==> src/rtl/c2p_pkg.sv <==
// shared constants, types and angle table for the cartesian-to-polar pipeline
package c2p_pkg;

    localparam int DATA_WIDTH  = 16;
    localparam int STAGES      = 16;
    localparam int GUARD_SHIFT = 60 - DATA_WIDTH;
    localparam int TABLE_LEN   = 32;

    // x/y datapath width: input plus negation, cordic gain and guard bits
    localparam int XY_W    = DATA_WIDTH + GUARD_SHIFT + 2;
    localparam int SUM_W   = 2 * DATA_WIDTH;
    localparam int REM_W   = DATA_WIDTH + 1;
    localparam int N_CELLS = (STAGES > DATA_WIDTH) ? STAGES : DATA_WIDTH;
    localparam int SHIFT_W = (N_CELLS > 1) ? $clog2(N_CELLS) : 1;

    // +pi/2 and -pi/2 as binary angles
    localparam logic [DATA_WIDTH-1:0] PHASE_POS_QUARTER = {2'b01, {(DATA_WIDTH-2){1'b0}}};
    localparam logic [DATA_WIDTH-1:0] PHASE_NEG_QUARTER = {2'b11, {(DATA_WIDTH-2){1'b0}}};
    localparam logic [31:0]           ACC_HALF_TURN     = 32'h8000_0000;

    // atan(2^-i), 2^32 per full turn
    localparam logic [31:0] ATAN_TAB [TABLE_LEN] = '{
        32'h20000000, 32'h12E4051E, 32'h09FB385B, 32'h051111D4,
        32'h028B0D43, 32'h0145D7E1, 32'h00A2F61E, 32'h00517C55,
        32'h0028BE53, 32'h00145F2F, 32'h000A2F98, 32'h000517CC,
        32'h00028BE6, 32'h000145F3, 32'h0000A2FA, 32'h0000517D,
        32'h000028BE, 32'h0000145F, 32'h00000A30, 32'h00000518,
        32'h0000028C, 32'h00000146, 32'h000000A3, 32'h00000051,
        32'h00000029, 32'h00000014, 32'h0000000A, 32'h00000005,
        32'h00000003, 32'h00000001, 32'h00000001, 32'h00000000
    };

    // payload handed from cell to cell
    typedef struct packed {
        logic signed [XY_W-1:0] x;
        logic signed [XY_W-1:0] y;
        logic [31:0]            acc;
        logic [SUM_W-1:0]       rad;
        logic [REM_W-1:0]       rem;
        logic [DATA_WIDTH-1:0]  root;
        logic                   re_zero;
        logic                   im_pos;
    } cell_t;

endpackage

==> src/rtl/c2p_post.sv <==
// back end: rounding of magnitude and phase, zero-real rule, result register
module c2p_post (
    input  logic                                   clk,
    input  logic                                   rst_n,
    input  logic                                   vld_in,
    input  c2p_pkg::cell_t                         cell_in,
    output logic                                   done,
    output logic [c2p_pkg::DATA_WIDTH-1:0]         magnitude,
    output logic signed [c2p_pkg::DATA_WIDTH-1:0]  phase
);
    import c2p_pkg::*;

    localparam int DW = DATA_WIDTH;

    logic [DW-1:0] mag_next, mag_reg;
    logic [DW-1:0] cordic_phase, phase_next, phase_reg;
    logic          done_reg;

    generate
        if (DW < 32)
        begin : g_round
            logic [31:0] acc_rnd;
            assign acc_rnd      = cell_in.acc + (32'd1 << (31 - DW));
            assign cordic_phase = acc_rnd[31 -: DW];
        end
        else
        begin : g_full
            assign cordic_phase = cell_in.acc[DW-1:0];
        end
    endgenerate

    always_comb
    begin
        // rem = s - root^2, round up when it exceeds root
        mag_next = cell_in.root + DW'(cell_in.rem > REM_W'(cell_in.root));
        if (cell_in.re_zero)
            phase_next = cell_in.im_pos ? PHASE_POS_QUARTER : PHASE_NEG_QUARTER;
        else
            phase_next = cordic_phase;
    end

    always_ff @(posedge clk)
    begin
        mag_reg   <= mag_next;
        phase_reg <= phase_next;
    end

    always_ff @(posedge clk or negedge rst_n)
    begin
        if (!rst_n)
            done_reg <= 1'b0;
        else
            done_reg <= vld_in;
    end

    assign done      = done_reg;
    assign magnitude = mag_reg;
    assign phase     = phase_reg;

endmodule

==> config.mk <==
export PLATFORM = sky130hd
export DESIGN_NAME = c2p_post
export DESIGN_NICKNAME = d
export VERILOG_FILES = /design/src/rtl/c2p_pkg.sv /design/src/rtl/c2p_post.sv
export SDC_FILE = /design/constraint.sdc
export NUM_CORES = 1
export LEC_CHECK = 0
export BUFFER_PORTS_ARGS = -buffer_cell sky130_fd_sc_hd__buf_4
export CAP_MARGIN = 20
export CORE_AREA = 2 2 100 102
export DETAILED_ROUTE_END_ITERATION = 8
export DIE_AREA = 0 0 102 104
export RECOVER_POWER = 100
export SLEW_MARGIN = 0
export SYNTH_ARGS = -nofsm -noshare
export SYNTH_HDL_FRONTEND = slang
export SYNTH_SLANG_ARGS = --single-unit
==> constraint.sdc <==
create_clock -name clk -period 0.8 [get_ports clk]
set_input_delay 0.2 -clock clk [delete_from_list [all_inputs] [get_ports clk]]
set_output_delay 0.2 -clock clk [all_outputs]
set_load 0.01 [all_outputs]
==> impl_metrics.tcl <==
set metrics [dict create \
    grt_pass1_vias 1898 \
    fin_nets 567 \
    synth_area_um2 1690 \
    postRouteAntennaNets 0 \
    cap_violations 0 \
    yosysSeqAreaShare 0.393 \
    grt_start_max_net_pins 17 \
    drtPass1Iterations 5 \
    fin_util 0.366 \
    whs_ps 48.8 \
    design_area_um2 3500 \
    port_buffers 87 \
    ioPinCount 259 \
    powerDensity_nw_per_um2 1240 \
    syn_to_final_growth_pct 107 \
    crit_type "input port to flip-flop" \
    start_util 0.177 \
    pre_cts_ws_ps -1650 \
    synth_seq_cells 33 \
    placed_area_um2 2980 \
    cp-startpoint "cell_in[9]" \
    drive_gt1_frac 0.678 \
    rsz0062_at_grt "yes" \
    antenna_found_initial 0 \
    status "finished, violations left" \
    place.gp.congestion 0.901 \
    cts_root_buf "clkbuf_8" \
    hold_violations 0 \
    core-area_um2 9550 \
    violations "setup timing" \
    wl_per_cell_um 13.3 \
    vias 1780 \
    die_h_um 104 \
    die_area_um2 10600 \
    cts_tree "yes" \
    worst_slew_pin_slew_ps 277 \
    hold_class "input port to flip-flop" \
    vias_per_cell 3.90 \
    worstPathRequired_ps 1000 \
    wl_um 6060 \
    dp_hpwl_um 4960 \
    synth-edff-count 0 \
    final.min_clock_period_ps 2090 \
    endpoint "magnitude[13]" \
    ys.flop_type "dfxtp_1" \
    layout_common_cells "buf_4 (81), buf_6 (43), dfxtp_2 (31)" \
    synth.net_count 427 \
    setup_viol 56 \
    die_x_um 102 \
    fmax_mhz 477 \
    antenna_cells 0 \
    ys_types 33 \
    cp_max_fo 4 \
    overflow 0 \
    critPathCaptureType "flip-flop" \
    h-tree-depth 2 \
    setup_slack_ps -1290 \
    drcViolationCount 0 \
    clock_sinks 33 \
    syn_inst 182 \
    core.rowCount 36 \
    grt_use_total 0.115 \
    fin_crit_sh 2.62 \
    cts_buffers 5 \
    final_common_cell "buf_4" \
    avgSynthCellArea_um2 9.30 \
    clockBufferDepth 2 \
    clk_pin_slew_ps 70 \
    p_leak_uw 0.00152 \
    ir_worst_vdd_v 0.000533 \
    async_flop_share 0.0303 \
    maxSlewViolCount 0 \
    slew_headroom 0.813 \
    power_uw 4340 \
    grt_pass1_wl_um 9340 \
    start_kind "input port" \
    drt_first_iter_violations 12 \
    yosysWarnings 0 \
    critical_path_arrival_ps 2290 \
]
==> cell usage after synthesis (2+ instances only) <==
library cell  instances  area share
clkbuf_1              2      0.0044
nor3_1                3      0.0089
nand4_1               5       0.018
nand3_2               2       0.012
nand3_1              11       0.033
xnor2_1              15       0.078
nand2_1              12       0.027
a21oi_1               6       0.018
ha_1                 19        0.14
o21ai_0               2      0.0059
nor2_1               17       0.038
a211oi_1              2      0.0089
a21o_1                2      0.0089
xor2_1               12       0.062
inv_1                16       0.035
and4_1                2       0.010
and3_1                7       0.026
dfxtp_1              32        0.38
==> layer usage <==
metal / GRT usage / share of wire / vias up
met5: 0 / 0 / -
met4: 0.0324 / 0.0088 / 0
met3: 0.0766 / 0.13 / 7
met2: 0.185 / 0.48 / 62
met1: 0.123 / 0.38 / 812
li1: - / - / 899
==> worst min-delay path by stage <==
stage / start / end / cells past startpoint / slack, ps
after global placement: rst_n / done / 1 / -30
after global routing: vld_in / done / 1 / 40
after CTS: vld_in / done / 1 / 20
after floorplan: rst_n / done / 0 / -100
final: vld_in / done / 1 / 50
after detailed placement: rst_n / done / 1 / -20
==> cell families after synthesis <==
| group | synth area share |
|---|---|
| simple gates | 0.220 |
| compound gates | 0.0606 |
| fa+ha+maj | 0.140 |
| xor+xnor | 0.140 |
| flops | 0.393 |
| buf+inv | 0.0399 |
| mux | 0.00591 |
==> critical path: stages <==
cell     delay (ps)
buf_6           110
inv_12           30
ha_4            250
nand4_1         160
nor3_2          200
o41ai_1          90
a32oi_1         190
ha_2            230
and3_4          180
nand3_2          70
or2_4           260
nor3b_2         190
xnor2_1         140
==> stage by stage <==
| stage | TNS (ps) | cells |
|---|---|---|
| after global placement | -27470 | 437 |
| after detailed placement | -28120 | 437 |
| after global routing | -25280 | 456 |
| after floorplan | -18400 | 182 |
| after CTS | -22110 | 450 |
| final | -22250 | 456 |
==> what timing repair did <==
action	CTS	global route
endpoints found under the hold margin	1	0
setup buffers	4	6
hold buffers	1	0
pin swaps	23	26
setup endpoints to repair	58	59
gates resized for setup	80	27
==> power by group <==
group / leakage, uW / switching (uW) / internal [uW] / total [uW]
logic: 0.00120 / 529 / 764 / 1290
registers: 0.000284 / 58.6 / 1780 / 1840
clock network: 0.0000450 / 604 / 603 / 1210
==> layout make-up <==
class	instances	area, um^2
Sequential cell	33	704
Timing Repair Buffer	135	1220
Multi-Input combinational cell	131	1230
Tap cell	133	166
Clock inverter	2	10.0
Inverter	16	96.3
Clock buffer	6	72.6
Fill cell	980	6050
No activity file was read; power rests on OpenSTA's default activity.
