### src/rtl/c2p_pkg.sv
// shared constants, types and angle table for the cartesian-to-polar pipeline
package c2p_pkg;

    localparam int DATA_WIDTH  = 16;
    localparam int STAGES      = 16;
    localparam int GUARD_SHIFT = 60 - DATA_WIDTH;
    localparam int TABLE_LEN   = 32;

    // x/y datapath width: input plus negation, cordic gain and guard bits
    localparam int XY_W    = DATA_WIDTH + GUARD_SHIFT + 2;
    localparam int SUM_W   = 2 * DATA_WIDTH;
    localparam int REM_W   = DATA_WIDTH + 1;
    localparam int N_CELLS = (STAGES > DATA_WIDTH) ? STAGES : DATA_WIDTH;
    localparam int SHIFT_W = (N_CELLS > 1) ? $clog2(N_CELLS) : 1;

    // +pi/2 and -pi/2 as binary angles
    localparam logic [DATA_WIDTH-1:0] PHASE_POS_QUARTER = {2'b01, {(DATA_WIDTH-2){1'b0}}};
    localparam logic [DATA_WIDTH-1:0] PHASE_NEG_QUARTER = {2'b11, {(DATA_WIDTH-2){1'b0}}};
    localparam logic [31:0]           ACC_HALF_TURN     = 32'h8000_0000;

    // atan(2^-i), 2^32 per full turn
    localparam logic [31:0] ATAN_TAB [TABLE_LEN] = '{
        32'h20000000, 32'h12E4051E, 32'h09FB385B, 32'h051111D4,
        32'h028B0D43, 32'h0145D7E1, 32'h00A2F61E, 32'h00517C55,
        32'h0028BE53, 32'h00145F2F, 32'h000A2F98, 32'h000517CC,
        32'h00028BE6, 32'h000145F3, 32'h0000A2FA, 32'h0000517D,
        32'h000028BE, 32'h0000145F, 32'h00000A30, 32'h00000518,
        32'h0000028C, 32'h00000146, 32'h000000A3, 32'h00000051,
        32'h00000029, 32'h00000014, 32'h0000000A, 32'h00000005,
        32'h00000003, 32'h00000001, 32'h00000001, 32'h00000000
    };

    // payload handed from cell to cell
    typedef struct packed {
        logic signed [XY_W-1:0] x;
        logic signed [XY_W-1:0] y;
        logic [31:0]            acc;
        logic [SUM_W-1:0]       rad;
        logic [REM_W-1:0]       rem;
        logic [DATA_WIDTH-1:0]  root;
        logic                   re_zero;
        logic                   im_pos;
    } cell_t;

endpackage

### src/rtl/c2p_cell.sv
// one pipeline cell: a cordic micro-rotation and, with root_en, one square-root digit
module c2p_cell (
    input  logic                          clk,
    input  logic                          rst_n,
    input  logic [c2p_pkg::SHIFT_W-1:0]   shift,
    input  logic [31:0]                   angle,
    input  logic                          root_en,
    input  logic                          vld_in,
    input  c2p_pkg::cell_t                cell_in,
    output logic                          vld_out,
    output c2p_pkg::cell_t                cell_out
);
    import c2p_pkg::*;

    localparam int DW = DATA_WIDTH;

    logic signed [XY_W-1:0] xs, ys;
    logic [REM_W+1:0]       trial_rem, trial;
    logic                   take;
    cell_t                  cell_next;
    cell_t                  cell_reg;
    logic                   vld_reg;

    always_comb
    begin
        xs = $signed(cell_in.x) >>> shift;
        ys = $signed(cell_in.y) >>> shift;

        trial_rem = {cell_in.rem, cell_in.rad[SUM_W-1 -: 2]};
        trial     = (REM_W+2)'({cell_in.root, 2'b01});
        take      = (trial_rem >= trial);

        cell_next = cell_in;
        // rotate toward the x axis
        if (!cell_in.y[XY_W-1])
        begin
            cell_next.x   = cell_in.x + ys;
            cell_next.y   = cell_in.y - xs;
            cell_next.acc = cell_in.acc + angle;
        end
        else
        begin
            cell_next.x   = cell_in.x - ys;
            cell_next.y   = cell_in.y + xs;
            cell_next.acc = cell_in.acc - angle;
        end
        // restoring square-root digit
        if (root_en)
        begin
            cell_next.rad  = cell_in.rad << 2;
            cell_next.rem  = take ? REM_W'(trial_rem - trial) : REM_W'(trial_rem);
            cell_next.root = {cell_in.root[DW-2:0], take};
        end
    end

    always_ff @(posedge clk)
    begin
        cell_reg <= cell_next;
    end

    always_ff @(posedge clk or negedge rst_n)
    begin
        if (!rst_n)
            vld_reg <= 1'b0;
        else
            vld_reg <= vld_in;
    end

    assign vld_out  = vld_reg;
    assign cell_out = cell_reg;

endmodule

### config.mk
export PLATFORM = sky130hd
export DESIGN_NAME = c2p_cell
export DESIGN_NICKNAME = d
export VERILOG_FILES = /design/src/rtl/c2p_pkg.sv /design/src/rtl/c2p_cell.sv
export SDC_FILE = /design/constraint.sdc
export NUM_CORES = 1
export LEC_CHECK = 0
export BUFFER_PORTS_ARGS = -buffer_cell sky130_fd_sc_hd__buf_2
export CAP_MARGIN = 20
export CORE_MARGIN = 5
export CORE_UTILIZATION = 45
export DETAILED_ROUTE_END_ITERATION = 8
export PLACE_DENSITY = 0.75
export SLEW_MARGIN = 30
export SYNTH_ARGS = -nofsm -noshare
export SYNTH_HDL_FRONTEND = slang
export SYNTH_SLANG_ARGS = --single-unit
### constraint.sdc
create_clock -name clk -period 0.8 [get_ports clk]
set_input_delay 0.04 -clock clk [delete_from_list [all_inputs] [get_ports clk]]
set_output_delay 0.04 -clock clk [all_outputs]
set_load 0.02 [all_outputs]
==> flow_summary_export.csv <==
group,metric,value,unit
pwr,power.leakage,20.4,nW
die,top_level_ports,487,
synth,synthMuxAreaShare,20.7,%
timing,slew_viol_final,0,
cells_and_area,fin_area,43000,sq um
place,portBuffers,486,
synth,async_flop_share,0.446,%
drt,first_iter_violations,2981,
synth,synth_top_area_share,17.2,%
synth,yosys-top-cells-count,"a21oi_1, nand2_1, nor2_1",
pwr,clkPwrFrac,16.0,%
cells_and_area,area_growth_syn_to_layout,65.3,%
pwr,p_per_area,1960,nW/um^2
die,dieHeight,250,microns
worst_setup_path,cp-start-kind,"primary input",
clock_tree,tritoncts,"built",
status,violations,"hold timing, setup timing",
pwr,pwr-share-seq,19.1,%
pwr,netSwitchingFraction,41.7,%
drt,drc,0,
die,initial_core_util,45.2,%
worst_setup_path,arrival,5250,ps
synth,yosysUniqueCellTypes,98,
pwr,p_int,0.0492,W
clock_tree,cts_buffer_depth,3,
global_route,grt_usage,33.7,%
timing,fin_crit_sh,598,%
timing,tns,-532400,ps
status,status,"finished with violations",
clock_tree,postCtsHoldBufs,75,
place,dp_hpwl,87.0,mm
die,fp-row-count,88,
drt,finalWirelength,116,mm
synth,ys_seq_area_share,17.3,%
global_route,grt_pass1_vias,33000,
pwr,irDropWorstVdd,2160,uV
synth,synth_xor_area_share,10.0,%
synth,synth_ff_type,"dfxtp_1",
synth,synth_top_family_by_area,"compound AO/OA/AOI/OAI gates",
pwr,p_sw,0.0352,W
clock_tree,clk_pin_slew,60,ps
drt,final_antenna_net_count,0,
worst_setup_path,cp_max_fo,5,
synth,avgSynthCellArea,8.44,sq um
synth,synthCells,3080,
timing,worst_pin_slew,508,ps
global_route,antenna_found_initial,23,
timing,max_freq,209,MHz
worst_setup_path,cp-end-kind,"flip-flop",
pwr,combPwrFrac,64.9,%
timing,setup_viol,437,
timing,min_period,4790,ps
synth,synth.most_common_cell,"a21oi_1",
place,routabilityCongestion,0.998,
synth,yosys_register_bits,224,
timing,final-hold-violation-count,28,
clock_tree,h-tree-depth,1,
job,max_cap_violations,0,
cells_and_area,layout-drive-gt1-share,51.1,%
clock_tree,clock-sinks,224,
synth,yosys_warnings,0,
drt,vias_per_cell,5.86,
place,dpl-instance-area,38200,sq um
global_route,grt_max_degree,68,
worst_setup_path,crit_required,1260,ps
global_route,overflow,0,
timing,hold-worst-slack,-285,ps
worst_setup_path,crit_path_start,"shift[1]",
die,fp.dieW,250,microns
synth,synth_compound_area_share,21.3,%
hold_path,hold_path_depth,2,
drt,wl_per_cell,20.8,microns
timing,grt_setup_unrepaired,"yes",
die,fp.coreArea,57500,sq um
die,die-area,62700,sq um
synth,yosys.area_share.simple,16.7,%
cells_and_area,final_nets,5257,
synth,yosys-top-cells-area,"dfxtp_1, mux4_2, ha_1",
synth,synth_area_leader_cell,"dfxtp_1",
synth,synth-adder-area-share,9.23,%
clock_tree,root_buffer,"clkbuf_16",
drt,via_count,32800,
synth,synth_nets,3533,
hold_path,min_from,"cell_in[99]",
cells_and_area,final_cells,5608,
drt,firstDrtPassIters,6,
hold_path,min_path_type,"primary input to flip-flop",
place,place_inst,5360,
synth,synthesis.area,26000,sq um
clock_tree,numCtsBuffers,27,
worst_setup_path,crit_type,"primary input to flip-flop",
pwr,p_total,0.0844,W
global_route,grt_first_pass_wirelength,174,mm
timing,maxSlewHeadroom,66.1,%
synth,synth_edf_count,0,
timing,worst_slack,-3990,ps
cell usage in the layout, fill, tap and decap left out, drive strengths merged, types with 76 or more instances in the layout:
cell type	synthesis	layout
a21o	91	91
a21oi	305	305
buf	86	1778
dfxtp	223	223
ha	187	187
inv	98	100
mux2	76	76
mux2i	101	101
mux4	154	154
nand2	297	297
nor2	246	246
o21ai	175	175
xnor2	186	186
xor2	109	109
worst max-delay path, stage by stage:
cell	delay [ps]
bufbuf_16	240
mux4_2	540
mux4_2	480
or2_4	270
a211oi_4	280
and4bb_4	360
buf_6	130
nand3_4	90
inv_2	70
a31oi_1	90
xnor2_1	250
ha_1	300
a21o_1	170
o21ba_2	260
nand2b_4	130
o211ai_1	110
a221oi_2	370
o31ai_4	150
a221oi_2	340
o21ai_2	140
a311oi_2	300
xnor2_1	120
metrics by stage:
step                setup WS [ps]  util [%]
finish                      -3990      74.8
global placement            -4800      66.4
global route                -4100      74.8
CTS                         -3780      72.1
detailed placement          -4880      66.4
floorplan                   -4530         -
logic make-up (layout without fill, tap and decap cells):
| kind of cell | Yosys count | count (layout) |
|---|---|---|
| XOR/XNOR | 296 | 296 |
| multiplexers | 331 | 331 |
| AO/OA/AOI/OAI | 880 | 880 |
| buffers and inverters | 260 | 2003 |
| AND/OR/NAND/NOR | 899 | 899 |
| adder cells (fa/ha/maj) | 190 | 190 |
| flip-flops | 224 | 224 |
| other | 0 | 20 |
worst paths after layout:
check	end	slack, ps
max in group asynchronous	vld_out	410
setup / recovery	cell_out[158]	-3990
hold / removal	cell_out[99]	-280
min in group asynchronous	vld_out	290
what timing repair did:
action	in CTS	in global routing
pin swaps	136	157
resized for setup	245	225
hold endpoints to repair	103	25
buffers inserted	62	49
cloned	4	3
setup endpoints to repair	397	441
flip-flops by register name (all words and copies together) (netlist names):
register,count
vld_out,1
cell_out,223
layout make-up:
type / instances / area (sq um)
Multi-Input combinational cell: 2596 / 22600
Fill cell: 3989 / 14500
Timing Repair Buffer: 1856 / 13500
Sequential cell: 224 / 4490
Tap cell: 765 / 957
Clock buffer: 32 / 724
Inverter: 99 / 397
Clock inverter: 16 / 239
Antenna cell: 20 / 50.0
power by group through the flow:
stage | clock network (W) | registers (W) | logic [W]
CTS | 0.0137 | 0.0161 | 0.0510
detailed placement | 0 | 0.0163 | 0.0478
global route | 0.0142 | 0.0165 | 0.0582
floorplan | 0 | 0.0215 | 0.0209
finish | 0.0135 | 0.0161 | 0.0548
global placement | 0 | 0.0162 | 0.0473
per-layer routing:
| metal | share of wire, % | wire length, microns | track usage [%] | vias to the layer above |
|---|---|---|---|---|
| met2 | 49 | 57300 | 60.2 | 1869 |
| met4 | 6.7 | 7760 | 17.8 | 4 |
| met1 | 36 | 41800 | 38.5 | 15500 |
| li1 | - | - | - | 14900 |
| met5 | 0.026 | 30 | 0 | - |
| met3 | 8.2 | 9540 | 5.68 | 503 |
Note: power is estimated with default switching activity, not from simulation.
