File: src/rtl/c2p_pkg.sv
// shared constants, types and angle table for the cartesian-to-polar pipeline
package c2p_pkg;

    localparam int DATA_WIDTH  = 16;
    localparam int STAGES      = 16;
    localparam int GUARD_SHIFT = 60 - DATA_WIDTH;
    localparam int TABLE_LEN   = 32;

    // x/y datapath width: input plus negation, cordic gain and guard bits
    localparam int XY_W    = DATA_WIDTH + GUARD_SHIFT + 2;
    localparam int SUM_W   = 2 * DATA_WIDTH;
    localparam int REM_W   = DATA_WIDTH + 1;
    localparam int N_CELLS = (STAGES > DATA_WIDTH) ? STAGES : DATA_WIDTH;
    localparam int SHIFT_W = (N_CELLS > 1) ? $clog2(N_CELLS) : 1;

    // +pi/2 and -pi/2 as binary angles
    localparam logic [DATA_WIDTH-1:0] PHASE_POS_QUARTER = {2'b01, {(DATA_WIDTH-2){1'b0}}};
    localparam logic [DATA_WIDTH-1:0] PHASE_NEG_QUARTER = {2'b11, {(DATA_WIDTH-2){1'b0}}};
    localparam logic [31:0]           ACC_HALF_TURN     = 32'h8000_0000;

    // atan(2^-i), 2^32 per full turn
    localparam logic [31:0] ATAN_TAB [TABLE_LEN] = '{
        32'h20000000, 32'h12E4051E, 32'h09FB385B, 32'h051111D4,
        32'h028B0D43, 32'h0145D7E1, 32'h00A2F61E, 32'h00517C55,
        32'h0028BE53, 32'h00145F2F, 32'h000A2F98, 32'h000517CC,
        32'h00028BE6, 32'h000145F3, 32'h0000A2FA, 32'h0000517D,
        32'h000028BE, 32'h0000145F, 32'h00000A30, 32'h00000518,
        32'h0000028C, 32'h00000146, 32'h000000A3, 32'h00000051,
        32'h00000029, 32'h00000014, 32'h0000000A, 32'h00000005,
        32'h00000003, 32'h00000001, 32'h00000001, 32'h00000000
    };

    // payload handed from cell to cell
    typedef struct packed {
        logic signed [XY_W-1:0] x;
        logic signed [XY_W-1:0] y;
        logic [31:0]            acc;
        logic [SUM_W-1:0]       rad;
        logic [REM_W-1:0]       rem;
        logic [DATA_WIDTH-1:0]  root;
        logic                   re_zero;
        logic                   im_pos;
    } cell_t;

endpackage

File: src/rtl/c2p_prep.sv
// front end: half-plane fold, squares, radicand and cordic seed
module c2p_prep (
    input  logic                                   clk,
    input  logic                                   rst_n,
    input  logic                                   vld_in,
    input  logic signed [c2p_pkg::DATA_WIDTH-1:0]  real_part,
    input  logic signed [c2p_pkg::DATA_WIDTH-1:0]  imag_part,
    output logic                                   vld_out,
    output c2p_pkg::cell_t                         cell_out
);
    import c2p_pkg::*;

    localparam int DW = DATA_WIDTH;

    logic                 s1_vld_reg;
    logic signed [DW:0]   s1_x_reg, s1_y_reg;
    logic [SUM_W-1:0]     s1_sq_re_reg, s1_sq_im_reg;
    logic                 s1_half_reg, s1_re_zero_reg, s1_im_pos_reg;

    logic                 s2_vld_reg;
    cell_t                s2_cell_reg;

    logic signed [DW:0]   re_ext, im_ext, x_next, y_next;
    logic [DW-1:0]        are, aim;
    logic                 re_neg;
    cell_t                s2_next;

    always_comb
    begin
        re_ext = {real_part[DW-1], real_part};
        im_ext = {imag_part[DW-1], imag_part};
        re_neg = real_part[DW-1];
        // left half plane rotates by pi first
        x_next = re_neg ? -re_ext : re_ext;
        y_next = re_neg ? -im_ext : im_ext;
        are    = x_next[DW-1:0];
        aim    = imag_part[DW-1] ? DW'(-im_ext) : DW'(im_ext);
    end

    always_ff @(posedge clk)
    begin
        s1_x_reg       <= x_next;
        s1_y_reg       <= y_next;
        s1_sq_re_reg   <= SUM_W'(are) * SUM_W'(are);
        s1_sq_im_reg   <= SUM_W'(aim) * SUM_W'(aim);
        s1_half_reg    <= re_neg;
        s1_re_zero_reg <= (real_part == '0);
        s1_im_pos_reg  <= !imag_part[DW-1] && (imag_part != '0);
    end

    always_comb
    begin
        s2_next.x       = {{(XY_W-DW-1-GUARD_SHIFT){s1_x_reg[DW]}}, s1_x_reg,
                           {GUARD_SHIFT{1'b0}}};
        s2_next.y       = {{(XY_W-DW-1-GUARD_SHIFT){s1_y_reg[DW]}}, s1_y_reg,
                           {GUARD_SHIFT{1'b0}}};
        s2_next.acc     = s1_half_reg ? ACC_HALF_TURN : '0;
        s2_next.rad     = s1_sq_re_reg + s1_sq_im_reg;
        s2_next.rem     = '0;
        s2_next.root    = '0;
        s2_next.re_zero = s1_re_zero_reg;
        s2_next.im_pos  = s1_im_pos_reg;
    end

    always_ff @(posedge clk)
    begin
        s2_cell_reg <= s2_next;
    end

    always_ff @(posedge clk or negedge rst_n)
    begin
        if (!rst_n)
        begin
            s1_vld_reg <= 1'b0;
            s2_vld_reg <= 1'b0;
        end
        else
        begin
            s1_vld_reg <= vld_in;
            s2_vld_reg <= s1_vld_reg;
        end
    end

    assign vld_out  = s2_vld_reg;
    assign cell_out = s2_cell_reg;

endmodule

File: config.mk
export PLATFORM = sky130hd
export DESIGN_NAME = c2p_prep
export DESIGN_NICKNAME = d
export VERILOG_FILES = /design/src/rtl/c2p_pkg.sv /design/src/rtl/c2p_prep.sv
export SDC_FILE = /design/constraint.sdc
export NUM_CORES = 1
export LEC_CHECK = 0
export BUFFER_PORTS_ARGS = -buffer_cell sky130_fd_sc_hd__buf_2
export CORE_MARGIN = 1
export CORE_UTILIZATION = 60
export CTS_BUF_LIST = sky130_fd_sc_hd__clkbuf_16
export CTS_CLUSTER_DIAMETER = 80
export DETAILED_ROUTE_END_ITERATION = 10
export GPL_TIMING_DRIVEN = 0
export MAX_ROUTING_LAYER = met4
export PLACE_DENSITY = 0.82
export SKIP_CTS_REPAIR_TIMING = 1
export SLEW_MARGIN = 25
export SYNTH_ARGS = -nofsm -noshare
export SYNTH_HDL_FRONTEND = slang
export SYNTH_SLANG_ARGS = --single-unit
File: constraint.sdc
create_clock -name clk -period 4.97 [get_ports clk]
set_clock_uncertainty 0.05 [all_clocks]
set_input_delay 0.7455 -clock clk [delete_from_list [all_inputs] [get_ports clk]]
set_output_delay 0.7455 -clock clk [all_outputs]
set_load 0.1 [all_outputs]
==> reports/metrics.yaml, run 1 <==
tightestPinTransition_ns: 0.939
fp.dieH_um: 190
mostFrequentLayoutCells: "432 x inv_1, 319 x fa_1, 274 x buf_4"
design_area_um2: 26500
syn2layout_area_growth_pct: 24.8
grt_overflow: 0
grt_use_met2: 0.456
ys_warn_count: 0
rsz0062_at_grt: "true"
syn_area_um2: 21300
io_pins: 259
required_ns: 5.28
fin_crit_ns: 7.46
diodes: 0
placed_area_um2: 23700
start_util: 0.613
rows: 68
finalSetupViolCount: 51
cp-start-kind: "input pin"
synth_compound_gate_area_share: 0.0906
cts-root-buf: "clkbuf_16"
ys_seq_elements: 168
io_buffers: 102
die_w_um: 190
grt-busiest-layer: "met2"
antenna_left: 0
cts.sink_count: 168
synth_mux_area_frac: 0
antenna_found_initial: 0
slowest_delay_ns: 0.56
cap_viol_max_count: 0
via_count: 17235
ys_async_sr_fraction: 0.0119
fin_nets: 3304
critPathBufInv: 9
status: "finished with violations"
failed_checks: "design-rule violations, negative setup slack"
cp_max_fo: 8
synth_area_leaders: "fa_1 31%, dfxtp_1 16%, ha_1 13%, inv_1 8.1%, buf_4 5.5%"
synth-seq-area-share: 0.159
synthAdderAreaFrac: 0.439
via_per_inst: 5.41
cp_common_cell: "fa_1"
worst-path-stages: 27
synthXorXnorAreaFrac: 0.0590
synth-simple-area-share: 0.103
initialDrtViolationCount: 1325
final_max_slew_viol_count: 0
n_fill_cell: 2293
use_met1: 0.362
period_share: 1.50
die_area_um2: 36200
route.detailed.drc: 1
path_delay_family: "adder cells"
wl_per_cell_um: 17.6
worst_slack_ns: -2.49
yosysTopAreaCell: "fa_1"
layout-drive-gt1-share: 0.263
r2r_cells: 8
postLayoutCoreUtil: 0.765
arrival_ns: 7.77
syn_avg_cell_area_um2: 9.23
synth_edf_count: 0
grt_max_degree: 17
worstSetupPathType: "input pin to flop"
grt_usage: 0.284
synth_top_area_share: 0.307
drt_wl_total_mm: 56.0
place_hpwl_mm: 39.9
htreeDepth: 4
dr.pass1.iters: 9
use_met3: 0.0490
cts_buffers: 17
insertion_delay_ns: 0.47
clockBufferDepth: 2
min_path_type: "input pin to async pin"
ys.flop_type: "dfxtp_1"
core_area_um2: 34700
cp_slowest_cell: "fa_1"
cp-end-kind: "flop"
largest_reg_flops: 69
cts_tree: "built"
postSynthCellCount: 2305
gp_congestion: 0.948
synth_top_family_by_area: "adder cells"
grt_pass1_wl_mm: 78.4
max_freq_ghz: 0.134
synth_cell_types: 83
clkTransAtPathRegs_ns: 0.08
final_common_cell: "inv_1"
grt_pass1_vias: 16550
maxSlewHeadroom: 0.358
final_hold_viol_count: 0
-- logic make-up after synthesis --
kind of cell               Yosys count
AOI/OAI and AO/OA                  287
xor gates and xnor gates           135
adders and majority gates          550
buffers and inverters              686
DFF                                168
other                                2
and+or+nand+nor                    477
-- metrics by stage --
step / setup slack (ns) / hold WS (ns) / setup TNS [ns] / std cells
after floorplan: -2.33 / 0.260 / -82.32 / 2467
after global routing: -2.55 / -0.00243 / -97.51 / 3187
final: -2.49 / 0.0140 / -91.16 / 3187
after CTS: -3.05 / -0.00307 / -114.90 / 3056
after detailed placement: -3.50 / 0.262 / -136.85 / 3024
after global placement: -3.36 / 0.260 / -132.49 / 3024
-- synthesized netlist by cell type, types with 28 or more instances --
library cell,n
inv_1,460
dfxtp_1,166
a21oi_1,81
ha_1,224
clkbuf_1,42
a21o_1,49
nor2_1,145
xor2_1,39
o21ai_0,48
nand3_1,28
fa_1,326
nand2_1,186
xnor2_1,88
buf_4,155
-- routing by layer --
metal	vias to the layer above	part of all wire	wire, µm
met1	8417	0.37	20700
met2	876	0.50	27700
met3	236	0.085	4740
met5	-	0	0
li1	7706	-	-
met4	0	0.050	2780
-- final timing paths --
kind | start | endpoint | slack (ns)
max in group asynchronous | rst_n | s1_vld_reg$_DFF_PN0_ | 4.76
max reg2reg | s1_sq_re_reg[3]$_DFF_P_ | cell_out[57]$_DFF_P_ | 1.77
min in group clk | s1_x_reg[3]$_DFF_P_ | cell_out[208]$_DFF_P_ | 0.28
max | imag_part[0] | s1_sq_im_reg[26]$_DFF_P_ | -2.49
min reg2reg | s1_x_reg[3]$_DFF_P_ | cell_out[208]$_DFF_P_ | 0.28
min | rst_n | vld_out$_DFF_PN0_ | 0.01
-- area by class of cell --
class                   instances  area [µm²]  area share
well taps                     455         569      0.0214
plain buffers                 202        1580      0.0596
clock inverters                15         144     0.00542
inverters                     480        1880      0.0707
repair buffers                237        1710      0.0643
flip-flops and latches        168        3370       0.127
clock buffers                  17         425      0.0160
multi-input cells            1613       16900       0.635
Power of run 1 is not shown: default switching activity piles up to over one toggle a cycle in this logic, so the estimate is an artifact.
==> run 2, diff against run 1 <==
--- a/config.mk
+++ b/config.mk
@@ -8,2 +8,3 @@
 export BUFFER_PORTS_ARGS = -buffer_cell sky130_fd_sc_hd__buf_2
+export CORE_ASPECT_RATIO = 0.7
 export CORE_MARGIN = 1
==> constraint.sdc (replaced) <==
create_clock -name clk -period 4.97 [get_ports clk]
set_clock_uncertainty 0.05 [all_clocks]
set_input_delay 0.497 -clock clk [delete_from_list [all_inputs] [get_ports clk]]
set_output_delay 0.497 -clock clk [all_outputs]
set_load 0.1 [all_outputs]
==> reports/metrics.yaml, run 2 (synthesis results as in run 1) <==
fp.dieH_um: 160
die_area_um2: 36200
postLayoutCoreUtil: 0.768
insertion_delay_ns: 0.47
via_count: 17555
crit_chain: "buf_8 > or3_4 > or4_4 > o21ai_0 > xnor2_1 > clkbuf_4 > nand2_1 > fa_1 > fa_1 > inv_2 > fa_2 > fa_1 > fa_1 > inv_1 > fa_1 > inv_2 > ha_4 > and3_4 > and3_4 > o2bb2ai_4 > a21oi_4 > or4b_1 > nand4_1"
cp-start-kind: "input pin"
grt_max_degree: 20
status: "finished with violations"
grt_usage: 0.294
antenna_left: 0
cts.sink_count: 168
worstSetupPathType: "input pin to flop"
use_met1: 0.394
arrival_ns: 7.68
place_hpwl_mm: 41.1
die_w_um: 227
cp-end-kind: "flop"
cp_slowest_cell: "fa_1"
gp_congestion: 1.00
cp_max_fo: 10
tightestPinTransition_ns: 0.981
syn2layout_area_growth_pct: 25.7
finalSetupViolCount: 49
use_met3: 0.0814
clkTransAtPathRegs_ns: 0.07
antenna_found_initial: 1
final_hold_viol_count: 0
htreeDepth: 4
period_share: 1.48
wl_per_cell_um: 18.7
slowest_delay_ns: 0.58
largest_reg_flops: 69
failed_checks: "negative setup slack"
cts_buffers: 17
worst_slack_ns: -2.36
design_area_um2: 26700
layout-drive-gt1-share: 0.272
io_buffers: 102
cts_tree: "built"
initialDrtViolationCount: 1591
start_util: 0.611
cp_common_cell: "fa_1"
grt_overflow: 0
grt_pass1_wl_mm: 80.8
drt_wl_total_mm: 60.3
cts-root-buf: "clkbuf_16"
rsz0062_at_grt: "true"
route.detailed.drc: 0
fin_nets: 3317
final_max_slew_viol_count: 0
grt_use_met2: 0.439
max_freq_ghz: 0.136
required_ns: 5.32
core_area_um2: 34800
cap_viol_max_count: 0
io_pins: 259
fin_crit_ns: 7.33
clockBufferDepth: 2
placed_area_um2: 23700
grt_pass1_vias: 16485
dr.pass1.iters: 8
rows: 57
maxSlewHeadroom: 0.329
via_per_inst: 5.46
final_common_cell: "inv_1"
min_path_type: "input pin to flop"
grt-busiest-layer: "met2"
mostFrequentLayoutCells: "429 x inv_1, 314 x fa_1, 284 x buf_4"
[run 2: worst max-delay path: cells and delay by family]
kind / cells / cell delay, ns
AND/OR/NAND/NOR: 7 / 2.14
buffers and inverters: 5 / 0.68
adder cells (fa/ha/maj): 7 / 3.43
XOR/XNOR: 1 / 0.36
AO/OA/AOI/OAI: 3 / 0.57
[run 2: worst paths after layout]
| path | start | to | slack (ns) | depth (start not counted) |
|---|---|---|---|---|
| worst max-delay path | real_part[4] | s1_sq_re_reg[27]$_DFF_P_ | -2.36 | 23 |
| worst min-delay path | vld_in | s1_vld_reg$_DFF_PN0_ | 0.09 | 1 |
| worst max register to register | s1_sq_re_reg[3]$_DFF_P_ | cell_out[57]$_DFF_P_ | 1.60 | 8 |
| worst min register to register | s1_im_pos_reg$_DFF_P_ | cell_out[0]$_DFF_P_ | 0.27 | 0 |
| max in group asynchronous | rst_n | s1_vld_reg$_DFF_PN0_ | 4.48 | 2 |
| min in group asynchronous | rst_n | vld_out$_DFF_PN0_ | 0.30 | 2 |
[run 2: area by class of cell]
cell class,count,area [µm²]
multi-input cells,1613,16900
clock inverters,15,178
flip-flops and latches,168,3370
fillers,2143,8080
diodes,1,2.50
plain buffers,201,1560
inverters,480,1870
repair buffers,251,1820
well taps,472,591
clock buffers,17,425
[run 2: layer usage]
metal | up-vias | share of wire
met5 | - | 0
met4 | 0 | 0.044
met3 | 271 | 0.10
met2 | 978 | 0.47
met1 | 8553 | 0.38
li1 | 7753 | -
[run 2: metrics by stage]
stage                     std cells  setup TNS [ns]  setup WS, ns  hold WS (ns)
after floorplan                2467          -70.16         -2.08         0.151
after global placement         3041         -120.88         -3.10         0.231
after detailed placement       3041         -124.93         -3.22         0.235
after CTS                      3073         -102.64         -2.76        -0.254
after global routing           3218          -90.43         -2.42        0.0775
final                          3218          -85.27         -2.36        0.0900
Power of run 2 is left out for the same reason.
==> run 3, diff against run 2 <==
Settings changed: CELL_PAD_IN_SITES_DETAIL_PLACEMENT set to 0, CELL_PAD_IN_SITES_GLOBAL_PLACEMENT set to 1, CORE_ASPECT_RATIO 0.7 to 1.75, CORE_UTILIZATION 60 to 50, PLACE_DENSITY 0.82 to 0.88.
==> reports/metrics.yaml, run 3 (synthesis results as in run 1) <==
status: "finished with violations"
failed_checks: "negative setup slack"
required_ns: 5.25
maxSlewHeadroom: 0.326
largest_reg_flops: 69
gp_congestion: 0.990
critPathBufInv: 6
arrival_ns: 7.36
cts-root-buf: "clkbuf_16"
cp-end-kind: "flop"
cap_viol_max_count: 0
clockBufferDepth: 2
dr.pass1.iters: 5
layout-drive-gt1-share: 0.292
route.detailed.drc: 0
io_buffers: 102
antenna_left: 0
core_area_um2: 41900
rows: 99
cp_slowest_cell: "fa_2"
final_common_cell: "inv_1"
initialDrtViolationCount: 608
cts_tree: "built"
path_delay_family: "adder cells"
worst_slack_ns: -2.11
htreeDepth: 4
grt_usage: 0.265
final_max_slew_viol_count: 0
syn2layout_area_growth_pct: 28.4
max_freq_ghz: 0.141
grt_max_degree: 19
die_area_um2: 43400
slowest_delay_ns: 0.62
final_hold_viol_count: 0
start_util: 0.508
worstSetupPathType: "input pin to flop"
fin_crit_ns: 7.08
grt_pass1_wl_mm: 84.4
stdcell_count: 3323
place_hpwl_mm: 45.5
io_pins: 259
finalSetupTns_ns: -72.14
grt_pass1_vias: 17176
insertion_delay_ns: 0.47
die_w_um: 158
drt_wl_total_mm: 56.9
via_count: 16731
cts_buffers: 17
tightestPinTransition_ns: 0.985
diodes: 0
via_per_inst: 5.03
min_path_type: "input pin to flop"
cts.sink_count: 168
finalSetupViolCount: 47
clkTransAtPathRegs_ns: 0.07
period_share: 1.42
mostFrequentLayoutCells: "418 x inv_1, 305 x fa_1, 291 x buf_4"
grt_overflow: 0
reg2reg_slack_ns: 1.75
fin_nets: 3340
postLayoutCoreUtil: 0.652
cp_max_fo: 7
cp-start-kind: "input pin"
antenna_found_initial: 1
dpl_worst_slack_ns: -3.41
wl_per_cell_um: 17.1
dp.cells: 3124
fp.dieH_um: 275
rsz0062_at_grt: "true"
[run 3: changes by cell type in the layout (fill, tap and decap cells not counted), sizes merged, moves of 2 or more]
cell and delta:
buf +23, clkinv -6, clkinvlp +3, bufinv +2
clkbuf -2, inv +2
[run 3: per-stage QoR]
step	hold WS [ns]	cell area [µm²]
4_1_cts	-0.252	24500
2_1_floorplan	0.151	22600
3_5_place_dp	0.236	23900
3_3_place_gp	0.232	23800
5_1_grt	0.0761	27300
6_report	0.0915	27300
[run 3: layout make-up]
cell class,instances,area [µm²]
timing repair buffer,275,2140
multi-input combinational,1613,17000
clock inverter,15,199
tap,555,694
inverter,480,1890
sequential,168,3370
clock buffer,17,425
timing repair inverter,1,5.00
fill,3397,14600
buffer,199,1540
[run 3: metal layers]
layer | vias up | wire length (µm) | GRT usage
met3 | 238 | 1920 | 0.0279
li1 | 7787 | - | -
met4 | 0 | 4560 | 0.194
met2 | 545 | 31700 | 0.494
met5 | - | 0 | -
met1 | 8161 | 18700 | 0.245
[run 3: final timing paths]
kind                                         startpoint                       end  depth (start not counted)
worst max register to register  s1_sq_re_reg[3]$_DFF_P_      cell_out[57]$_DFF_P_                          8
worst min-delay path                             vld_in      s1_vld_reg$_DFF_PN0_                          1
min in group asynchronous                         rst_n      s1_vld_reg$_DFF_PN0_                          2
worst max-delay path                       real_part[2]  s1_sq_re_reg[25]$_DFF_P_                         25
max in group asynchronous                         rst_n         vld_out$_DFF_PN0_                          2
worst min register to register     s1_x_reg[13]$_DFF_P_     cell_out[218]$_DFF_P_                          0
Power of run 3 is left out for the same reason.
